### src/deq_pkg.sv
// Shared types, codes and helpers for the double-ended queue.
package deq_pkg;

    localparam int DEPTH      = 64;
    localparam int DATA_WIDTH = 32;
    localparam int ADDR_W     = (DEPTH > 1) ? $clog2(DEPTH) : 1;
    localparam int CNT_W      = $clog2(DEPTH + 1);
    localparam int KIND_W     = 3;
    localparam int VALUE_W    = 32;
    localparam int STAT_W     = 2;
    localparam int ELEM_W     = 32;

    // Command kinds
    localparam logic [KIND_W-1:0] KIND_PUSH_FRONT = 3'd0;
    localparam logic [KIND_W-1:0] KIND_PUSH_BACK  = 3'd1;
    localparam logic [KIND_W-1:0] KIND_POP_FRONT  = 3'd2;
    localparam logic [KIND_W-1:0] KIND_POP_BACK   = 3'd3;
    localparam logic [KIND_W-1:0] KIND_DUMP       = 3'd4;

    // Result status codes
    localparam logic [STAT_W-1:0] STAT_DONE      = 2'd0;
    localparam logic [STAT_W-1:0] STAT_POP_EMPTY = 2'd1;
    localparam logic [STAT_W-1:0] STAT_PUSH_FULL = 2'd2;
    localparam logic [STAT_W-1:0] STAT_DUMPED    = 2'd3;

    typedef enum logic {
        S_IDLE,
        S_DUMP
    } t_state;

    // Controller to datapath
    typedef struct packed {
        logic              add_head;
        logic              add_tail;
        logic              drop_head;
        logic              drop_tail;
        logic              out_single;
        logic [STAT_W-1:0] single_status;
        logic              single_empty;
        logic              dump_start;
        logic              rd_issue;
        logic              out_from_rd;
    } t_cmd;

    // Datapath to controller
    typedef struct packed {
        logic empty;
        logic full;
        logic out_free;
        logic rd_valid;
        logic rd_last;
        logic dump_more;
    } t_stat;

    // Slot index a + b, wrapped into the store; b never exceeds DEPTH.
    function automatic logic [ADDR_W-1:0] wrap_add(input logic [ADDR_W-1:0] a,
                                                   input logic [CNT_W-1:0]  b);
        logic [CNT_W:0] s;
        s = {{(CNT_W + 1 - ADDR_W){1'b0}}, a} + {1'b0, b};
        if (s >= (CNT_W + 1)'(DEPTH)) begin
            s = s - (CNT_W + 1)'(DEPTH);
        end
        return s[ADDR_W-1:0];
    endfunction

endpackage

### src/deq_ctrl.sv
// Controller state machine: decodes requests and sequences the dump stream.
module deq_ctrl (
    input  logic                          i_clk,
    input  logic                          i_rst_n,
    input  logic                          i_valid,
    input  logic [deq_pkg::KIND_W-1:0]    i_kind,
    output logic                          o_ready,
    input  deq_pkg::t_stat                i_stat,
    output deq_pkg::t_cmd                 o_cmd
);
    import deq_pkg::*;

    t_state r_state;
    t_state n_state;

    // State register
    always_ff @(posedge i_clk) begin
        if (!i_rst_n) begin
            r_state <= S_IDLE;
        end else begin
            r_state <= n_state;
        end
    end

    // Next state and commands
    always_comb begin
        n_state = r_state;
        o_cmd   = '0;
        o_ready = 1'b0;
        case (r_state)
            S_IDLE: begin
                o_ready = i_stat.out_free;
                if (i_valid && i_stat.out_free) begin
                    case (i_kind)
                        KIND_PUSH_FRONT, KIND_PUSH_BACK: begin
                            o_cmd.out_single = 1'b1;
                            if (i_stat.full) begin
                                o_cmd.single_status = STAT_PUSH_FULL;
                            end else begin
                                o_cmd.single_status = STAT_DONE;
                                o_cmd.add_head      = (i_kind == KIND_PUSH_FRONT);
                                o_cmd.add_tail      = (i_kind == KIND_PUSH_BACK);
                            end
                        end
                        KIND_POP_FRONT, KIND_POP_BACK: begin
                            o_cmd.out_single = 1'b1;
                            if (i_stat.empty) begin
                                o_cmd.single_status = STAT_POP_EMPTY;
                            end else begin
                                o_cmd.single_status = STAT_DONE;
                                o_cmd.drop_head     = (i_kind == KIND_POP_FRONT);
                                o_cmd.drop_tail     = (i_kind == KIND_POP_BACK);
                            end
                        end
                        KIND_DUMP: begin
                            if (i_stat.empty) begin
                                o_cmd.out_single    = 1'b1;
                                o_cmd.single_status = STAT_DONE;
                                o_cmd.single_empty  = 1'b1;
                            end else begin
                                o_cmd.dump_start = 1'b1;
                                n_state          = S_DUMP;
                            end
                        end
                        default: begin
                            // unknown kinds are consumed with no result
                        end
                    endcase
                end
            end
            S_DUMP: begin
                o_cmd.out_from_rd = i_stat.rd_valid && i_stat.out_free;
                o_cmd.rd_issue    = i_stat.dump_more &&
                                    (!i_stat.rd_valid || o_cmd.out_from_rd);
                if (o_cmd.out_from_rd && i_stat.rd_last) begin
                    n_state = S_IDLE;
                end
            end
            default: begin
                n_state = S_IDLE;
            end
        endcase
    end

endmodule

### src/deq_datapath.sv
// Datapath: slot memory, front pointer, fill count, read stage and output register.
module deq_datapath (
    input  logic                          i_clk,
    input  logic                          i_rst_n,
    input  logic signed [deq_pkg::VALUE_W-1:0] i_value,
    input  deq_pkg::t_cmd                 i_cmd,
    output deq_pkg::t_stat                o_stat,
    input  logic                          i_out_ready,
    output logic                          o_out_valid,
    output logic [deq_pkg::STAT_W-1:0]    o_status,
    output logic signed [deq_pkg::ELEM_W-1:0] o_element,
    output logic                          o_last,
    output logic                          o_queue_empty
);
    import deq_pkg::*;

    logic [DATA_WIDTH-1:0] r_mem [DEPTH];

    logic [ADDR_W-1:0]     r_front;
    logic [CNT_W-1:0]      r_count;
    logic [CNT_W-1:0]      r_idx;
    logic                  r_rd_valid;
    logic                  r_rd_last;
    logic [DATA_WIDTH-1:0] r_rd_data;

    logic                  r_out_valid;
    logic [STAT_W-1:0]     r_status;
    logic signed [ELEM_W-1:0] r_element;
    logic                  r_last;
    logic                  r_queue_empty;

    logic [ADDR_W-1:0]     front_dec;
    logic [ADDR_W-1:0]     front_inc;
    logic [ADDR_W-1:0]     back_addr;
    logic [ADDR_W-1:0]     rd_addr;
    logic                  out_load;

    // Pointer arithmetic
    always_comb begin
        front_dec = (r_front == '0) ? ADDR_W'(DEPTH - 1) : r_front - 1'b1;
        front_inc = (r_front == ADDR_W'(DEPTH - 1)) ? '0 : r_front + 1'b1;
        back_addr = wrap_add(r_front, r_count);
        rd_addr   = wrap_add(r_front, r_idx);
    end

    assign out_load = i_cmd.out_single || i_cmd.out_from_rd;

    // Status to controller
    always_comb begin
        o_stat.empty     = (r_count == '0);
        o_stat.full      = (r_count == CNT_W'(DEPTH));
        o_stat.out_free  = !r_out_valid || i_out_ready;
        o_stat.rd_valid  = r_rd_valid;
        o_stat.rd_last   = r_rd_last;
        o_stat.dump_more = (r_idx != r_count);
    end

    // Slot memory: one write port, one registered read port
    always_ff @(posedge i_clk) begin
        if (i_cmd.add_head) begin
            r_mem[front_dec] <= DATA_WIDTH'(i_value);
        end else if (i_cmd.add_tail) begin
            r_mem[back_addr] <= DATA_WIDTH'(i_value);
        end
        if (i_cmd.rd_issue) begin
            r_rd_data <= r_mem[rd_addr];
        end
    end

    // Front pointer, fill count and dump read stage
    always_ff @(posedge i_clk) begin
        if (!i_rst_n) begin
            r_front    <= '0;
            r_count    <= '0;
            r_idx      <= '0;
            r_rd_valid <= 1'b0;
            r_rd_last  <= 1'b0;
        end else begin
            if (i_cmd.add_head) begin
                r_front <= front_dec;
                r_count <= r_count + 1'b1;
            end else if (i_cmd.add_tail) begin
                r_count <= r_count + 1'b1;
            end else if (i_cmd.drop_head) begin
                r_front <= front_inc;
                r_count <= r_count - 1'b1;
            end else if (i_cmd.drop_tail) begin
                r_count <= r_count - 1'b1;
            end

            if (i_cmd.dump_start) begin
                r_idx <= '0;
            end else if (i_cmd.rd_issue) begin
                r_idx <= r_idx + 1'b1;
            end

            if (i_cmd.rd_issue) begin
                r_rd_valid <= 1'b1;
                r_rd_last  <= (r_idx + 1'b1 == r_count);
            end else if (i_cmd.out_from_rd) begin
                r_rd_valid <= 1'b0;
            end
        end
    end

    // Output register valid
    always_ff @(posedge i_clk) begin
        if (!i_rst_n) begin
            r_out_valid <= 1'b0;
        end else if (out_load) begin
            r_out_valid <= 1'b1;
        end else if (i_out_ready) begin
            r_out_valid <= 1'b0;
        end
    end

    // Output register payload
    always_ff @(posedge i_clk) begin
        if (i_cmd.out_from_rd) begin
            r_status      <= STAT_DUMPED;
            r_element     <= ELEM_W'(signed'(r_rd_data));
            r_last        <= r_rd_last;
            r_queue_empty <= 1'b0;
        end else if (i_cmd.out_single) begin
            r_status      <= i_cmd.single_status;
            r_element     <= '0;
            r_last        <= 1'b1;
            r_queue_empty <= i_cmd.single_empty;
        end
    end

    assign o_out_valid   = r_out_valid;
    assign o_status      = r_status;
    assign o_element     = r_element;
    assign o_last        = r_last;
    assign o_queue_empty = r_queue_empty;

endmodule

### src/double_ended_queue_unit.sv
// Top level of the double-ended queue: controller plus datapath.
//
// Usage:
//   Requests enter on the s_axis channel: s_axis_tuser carries the command
//   kind (push front, push back, pop front, pop back, dump), s_axis_tdata the
//   value to push. Results leave on m_axis: status and the empty marker in
//   m_axis_tuser, the dumped element in m_axis_tdata, m_axis_tlast on the
//   final result of each request.
//   Push and pop: one result, registered in the cycle after the request is
//   taken; a new request every cycle while the result side keeps up.
//   Dump of N elements: N results through the single registered read port of
//   the slot memory and the output register, one per cycle while not stalled.
//   No request is taken until the final element has moved to the output.
//   Unknown kinds are consumed and produce no result.
//   Reset empties the queue (front pointer and count cleared) and drops any
//   pending result; slot contents are not cleared.
//   When m_axis_tready is low a pending result holds and s_axis_tready
//   drops; a dump pauses its reads until the output frees up.
module double_ended_queue_unit (
    input  logic        i_clk,
    input  logic        i_rst_n,
    input  logic        s_axis_tvalid,
    output logic        s_axis_tready,
    input  logic [31:0] s_axis_tdata,  // [31:0] value
    input  logic [2:0]  s_axis_tuser,  // [2:0] kind
    output logic        m_axis_tvalid,
    input  logic        m_axis_tready,
    output logic [31:0] m_axis_tdata,  // [31:0] element
    output logic [2:0]  m_axis_tuser,  // [1:0] status, [2] queue_empty
    output logic        m_axis_tlast
);
    import deq_pkg::*;

    t_cmd              cmd;
    t_stat             stat;
    logic [STAT_W-1:0] status;
    logic signed [ELEM_W-1:0] element;
    logic              last;
    logic              queue_empty;

    deq_ctrl u_ctrl (
        .i_clk   (i_clk),
        .i_rst_n (i_rst_n),
        .i_valid (s_axis_tvalid),
        .i_kind  (s_axis_tuser),
        .o_ready (s_axis_tready),
        .i_stat  (stat),
        .o_cmd   (cmd)
    );

    deq_datapath u_dp (
        .i_clk         (i_clk),
        .i_rst_n       (i_rst_n),
        .i_value       (signed'(s_axis_tdata)),
        .i_cmd         (cmd),
        .o_stat        (stat),
        .i_out_ready   (m_axis_tready),
        .o_out_valid   (m_axis_tvalid),
        .o_status      (status),
        .o_element     (element),
        .o_last        (last),
        .o_queue_empty (queue_empty)
    );

    assign m_axis_tdata = element;
    assign m_axis_tuser = {queue_empty, status};
    assign m_axis_tlast = last;

endmodule

### config.mk
export PLATFORM = sky130hd
export DESIGN_NAME = double_ended_queue_unit
export DESIGN_NICKNAME = d
export VERILOG_FILES = /design/src/deq_pkg.sv /design/src/deq_ctrl.sv /design/src/deq_datapath.sv /design/src/double_ended_queue_unit.sv
export SDC_FILE = /design/constraint.sdc
export NUM_CORES = 2
export LEC_CHECK = 0
export BUFFER_PORTS_ARGS = -buffer_cell sky130_fd_sc_hd__buf_2
export CORE_MARGIN = 2
export CORE_UTILIZATION = 33
export CTS_CLUSTER_SIZE = 12
export DETAILED_ROUTE_END_ITERATION = 10
export HOLD_SLACK_MARGIN = 0.15
export REMOVE_ABC_BUFFERS = 1
export SLEW_MARGIN = 5
export SYNTH_ARGS = -nofsm -noshare
export SYNTH_HDL_FRONTEND = slang
export SYNTH_SLANG_ARGS = --single-unit
### constraint.sdc
create_clock -name i_clk -period 4.61 [get_ports i_clk]
set_input_delay 0.6915 -clock i_clk [delete_from_list [all_inputs] [get_ports i_clk]]
set_output_delay 0.6915 -clock i_clk [all_outputs]
set_load 0.01 [all_outputs]
# [After elaboration in Yosys (flattened, before gate mapping)]
# Memory sizes are Yosys's and may differ from the RTL's. A register that Yosys moved wholly into a read port is not among the register bits.
# Cells that the tools add are included.
[totals] ff_bits=60 ram_bits=2048 in_bits=39 out_inout_bits=38 mem_count=1
[op_classes] addsub=9 n_lt_le_gt_ge=2 n_eq_ne=9 muxes=45 bitwise=2 reduce_logical=22
[mem_list] memory="u_dp.r_mem" depth=64 width=32 rd=1 rd_clocked_by_memory_dff=1 write_ports=1 line_no="deq_datapath.sv:17" rtl="logic [DATA_WIDTH-1:0] r_mem [DEPTH];"
[op_table] cell="two-way mux 32 bit" n=3
[op_table] cell="two-way mux 6 bit" n=8
[op_table] cell="OR reduction 32 bit" n=1
[op_table] cell="two-way mux 7 bit" n=4
[op_table] cell="two-way mux 1 bit" n=18
[op_table] cell="two-way mux 9 bit" n=2
[op_table] cell="subtractor 6 x 1 -> 6 bit (second input constant)" n=3
[op_table] cell="adder 6 x 7 -> 8 bit" n=2
[op_table] cell=">= comparator 8 x 7 -> 1 bit (second input constant)" n=2
[op_table] cell="adder 7 x 1 -> 7 bit (second input constant)" n=2
[op_table] cell="two-way mux 2 bit" n=7
[op_table] cell="one-hot mux 3 bit (3 select lines)" n=1
[op_table] cell="nonzero test 2 bit" n=4
[op_table] cell="== test 7 bit" n=1
[op_table] cell="== test 7 bit (second input constant)" n=1
[op_table] cell="logical NOT 7 bit" n=1
[op_table] cell="inequality test 7 bit" n=1
[op_table] cell="subtractor 7 x 1 -> 7 bit (second input constant)" n=1
[op_table] cell="adder 6 x 1 -> 6 bit (second input constant)" n=1
[op_table] cell="== test 3 x 2 -> 1 bit (second input constant)" n=2
[op_table] cell="== test 6 bit (second input constant)" n=1
[op_table] cell="logical NOT 6 bit" n=1
[op_table] cell="OR reduction 2 bit" n=3
[op_table] cell="logical AND 1 bit" n=4
[op_table] cell="other kinds (11)" n=15

# [Logic depth before layout (Yosys ltp)]
[logic_depth] word_depth=10 mapped_depth=11 ltp_nobuf=8

# [Cells and area by module]
# From an unflattened synthesis, not the netlist that was laid out.
[hier_totals] cells_unflattened=4119 hier_area_um2=83656.5
[modules_own_cells] mod="deq_datapath" instances=1 cells_per_inst=4094 area_each_um2=83441.3 seq_area_each_um2=63971.4
[modules_own_cells] mod="deq_ctrl" instances=1 cells_per_inst=24 area_each_um2=207.7 seq_area_each_um2=20.0
[modules_own_cells] mod="double_ended_queue_unit" instances=1 cells_per_inst=1 area_each_um2=7.5 seq_area_each_um2=0.0

# [Least setup slack after synthesis]
# No wires, ideal clock.
[synth_path] path_kind="register to register" from="register u_dp.r_count[1]" to="memory u_dp.r_mem[8][0], enable pin" arrival_time_ns=3.513 t_required_ns=4.189 setup_slack_ns=0.676 stages_incl_launch_ff=10 n_path_buf=1 synth_period_minus_slack_ns=3.934 cell_sequence="dfxtp_1 -> clkbuf_1 -> inv_1 -> ha_1 -> nor3b_2 -> nand3_2 -> nand3_2 -> mux2i_1 -> nand4_1 -> nor2_1"
[synth_via] elab_chain_cells=10
[synth_lines] element="from (decl)" line_no="deq_datapath.sv:20" rtl="logic [CNT_W-1:0] r_count;"
[synth_lines] element="from (signal assigned)" line_no="deq_datapath.sv:81" rtl="r_count <= r_count + 1'b1;"
[synth_lines] element="from (signal assigned)" line_no="deq_datapath.sv:83" rtl="r_count <= r_count + 1'b1;"
[synth_lines] element="from (signal assigned)" line_no="deq_datapath.sv:86" rtl="r_count <= r_count - 1'b1;"
[synth_lines] element="== test 7 bit" line_no="deq_datapath.sv:51" rtl="o_stat.full = (r_count == CNT_W'(DEPTH));"
[synth_lines] element="two-way mux 2 bit" line_no="deq_ctrl.sv:37" rtl="if (i_stat.full) begin"
[synth_lines] element="two-way mux 2 bit" line_no="deq_ctrl.sv:34" rtl="case (i_kind)"
[synth_lines] element="two-way mux 9 bit" line_no="deq_ctrl.sv:33" rtl="if (i_valid && i_stat.out_free) begin"
[synth_lines] element="two-way mux 9 bit" line_no="deq_ctrl.sv:30" rtl="case (r_state)"
[synth_lines] element="two-way mux 1 bit" line_no="deq_datapath.sv:62" rtl="end else if (i_cmd.add_tail) begin"
[synth_lines] element="two-way mux 1 bit" line_no="deq_datapath.sv:60" rtl="if (i_cmd.add_head) begin"
[synth_lines] element="two-way mux 1 bit (not written as such)" line_no="deq_datapath.sv:63" rtl="r_mem[back_addr] <= DATA_WIDTH'(i_value);"
[synth_lines] element="OR reduction 32 bit (no source line)"
[synth_lines] element="two-way mux 6 bit (no source line) or two-way mux 1 bit (tied branches)"
[synth_lines] element="to (decl)" line_no="deq_datapath.sv:17"
# Several ways; a longest one is shown, not always the timed one.

# [Final worst setup path]
[layout_path] from="register u_dp.r_count[1]" to="memory u_dp.r_mem[5][10], enable pin"
# The elaborated chain is that of the path after synthesis.

==> flow_summary.toml <==
[floorplan]
core_area_sq_um = 254000
core.rowCount = 185
pin_count = 77
initial_core_util_pct = 33.2
design.die.area_sq_um = 259000
fp.dieH_microns = 509
die_w_microns = 509

[worst_setup_path]
slowest_delay_ns = 0.74
r2r_slack_ns = 0.35
reg2reg_depth = 10
end_kind = "flip-flop"
cp_max_fo = 12
crit_slowest_cell = "mux2i_1"
arrival_ns = 4.77
crit_chain = "inv_1 -> ha_1 -> nor3b_2 -> nand3_2 -> nand3_2 -> mux2i_1 -> nand3_1 -> buf_4 -> nor2_4 -> buf_4"
startpoint_type = "flip-flop"
path_class = "reg -> reg"
crit_required_ns = 5.12

[timing]
finClkSkew_ns = 0.0666
finalCritPeriodShare_pct = 92.4
timing.hold.ws_ns = 0.228
maxSlewViolCount = 0
tightest_slew_ns = 1.20
fin_crit_ns = 4.26
maxSlewHeadroom_pct = 19.7
max_clock_freq_ghz = 0.235
setup_viol = 0
grt_setup_unrepaired = "no"
hold_viol = 0

[clock_network]
cts_tree = "built"
clkTransAtPathRegs_ns = 0.06
cts.sinks = 2140
clock_path_buffers = 3
post_cts_buffers = 0
h-tree-depth = 4
clk_latency_ns = 0.84
clockRootBuffer = "clkbuf_16"
ctsHoldBuffers = 1
cts_resized = 0
cts_made_buffers = 208

[logic_synthesis]
syn_avg_cell_area_sq_um = 21.1
synth_cells = 3986
netlist_area_sq_um = 84200
synth_warnings = 0
synthDistinctLibCells = 78
synth_seq_cells = 2140
yosysSeqAreaShare_pct = 76.0
synth_edf_count = 2113
synthFlopType = "edfxtp_1"
ys_async_sr_fraction_pct = 0

[power_and_ir_drop]
vdd_ir_drop_max_mv = 0.380
power_density_nw_per_um2 = 411
p_leak_nw = 28.8

[layout]
final_cell_mix = "edfxtp_1 (2113), mux4_2 (512), clkbuf_16 (211)"
area_growth_pct = 14.8
fin_cells = 7766
fill_cells = 22688
final_nets = 4350
final_common_cell = "edfxtp_1"
drive_above_1_share_pct = 28.7

[grt]
grt_antenna_before_repair = 11
grt-ovfl-total = 0
grt_pass1_wl_microns = 316000
grt_max_degree = 69
grt_use_total_pct = 17.0
grt_pass1_vias = 41935

[drt]
wl_microns = 224000
vias_per_cell = 5.42
vias = 42123
drt_iter0_drc = 4953
wl_per_cell_microns = 28.8
drc = 0
dr.pass1.iters = 6
final_antenna_net_count = 0

[hold_path]
hold_path_depth = 3
hold_path_class = "in -> reg"

[job]
maxCapViolCount = 0

[placed_design]
dp.cells = 7448
dpl.hpwl_microns = 129000
place.gp.congestion = 0.815
io_buffers = 76

[status]
status = "finished, final reports clean"
## worst paths after layout
path / startpoint / end
worst max-delay path: u_dp.r_count[1] / u_dp.r_mem[5][10]
worst min-delay path: i_rst_n / u_dp.r_rd_last
worst max register to register: u_dp.r_count[1] / u_dp.r_mem[5][10]
worst min register to register: u_dp.r_rd_last / u_ctrl.r_state
## synthesized netlist by cell type (all sizes together), types with 16 or more instances
master / count / area [sq um]
edfxtp: 2113 / 63500
mux4: 512 / 11500
nor2: 164 / 639
buf: 155 / 966
nand3: 154 / 786
mux2i: 100 / 1000
a21oi: 91 / 459
clkbuf: 91 / 349
o21ai: 78 / 390
nor2b: 66 / 413
mux2: 65 / 732
a221oi: 64 / 561
nor4: 36 / 425
and2: 34 / 213
o22ai: 32 / 200
dfxtp: 27 / 541
nand2: 25 / 93.8
xnor2: 21 / 184
ha: 16 / 200
nand4: 16 / 100
## metal layers
layer | vias up | GRT usage [%] | part of all wire (%)
li1 | 17250 | - | -
met1 | 22834 | 24.2 | 42
met2 | 1784 | 26.9 | 47
met3 | 255 | 3.28 | 8.2
met4 | 0 | 4.37 | 2.4
met5 | - | 0 | 0
## logic make-up (layout without fill, tap and decap cells)
logic type                 count (synthesis)  after routing  share of synthesized area (%)
AOI/OAI and AO/OA                        315            315                           2.45
muxes                                    677            677                           15.7
xor gates and xnor gates                  33             33                          0.365
other                                      0              5                              0
and+or+nand+nor                          543            543                           3.58
adders and majority gates                 18             18                          0.285
buffers and inverters                    260            669                           1.62
DFF                                     2140           2140                           76.0
## area by class of cell
class	instances	area (sq um)	share of cell area [%]
tap	3366	4210	4.35
sequential	2140	64000	66.1
clock buffer	268	5500	5.69
timing repair buffer	343	3100	3.20
clock inverter	44	405	0.419
antenna	5	12.5	0.0129
inverter	14	52.6	0.0543
multi-input combinational	1586	19500	20.1
## sequential cells by signal, summed over array words and instances, names as in the netlist
signal,cells
u_ctrl.r_state,1
u_dp.o_element,32
u_dp.o_last,1
u_dp.o_out_valid,1
u_dp.o_queue_empty,1
u_dp.o_status,2
u_dp.r_count,7
u_dp.r_front,6
u_dp.r_idx,7
u_dp.r_mem,2048
u_dp.r_rd_data,32
u_dp.r_rd_last,1
u_dp.r_rd_valid,1
## metrics by stage
stage	power (mW)	utilization (%)	setup slack, ns	instance area, sq um	setup TNS, ns
floorplan	24.8	-	-17.11	82900	-547.46
global placement	24.8	35.8	0.491	90800	0
detailed placement	24.8	35.8	0.466	90800	0
CTS	40.1	38.1	0.474	96700	0
global route	41.0	38.1	0.210	96700	0
finish	39.8	38.1	0.349	96700	0
## power by group
| part | internal (mW) | switching [mW] | leakage (nW) |
|---|---|---|---|
| Clock | 8.38 | 7.05 | 2.86 |
| Sequential | 21.5 | 0.0512 | 19.2 |
| Combinational | 1.17 | 1.68 | 6.72 |
## worst max-delay path: cells and delay by family, from the launching register on
kind | cells | cell delay, ns
flops | 1 | 0.46
simple gates | 5 | 1.68
mux | 1 | 0.74
buf+inv | 3 | 0.81
fa+ha+maj | 1 | 0.20
Note: power is estimated with default switching activity, not from simulation.
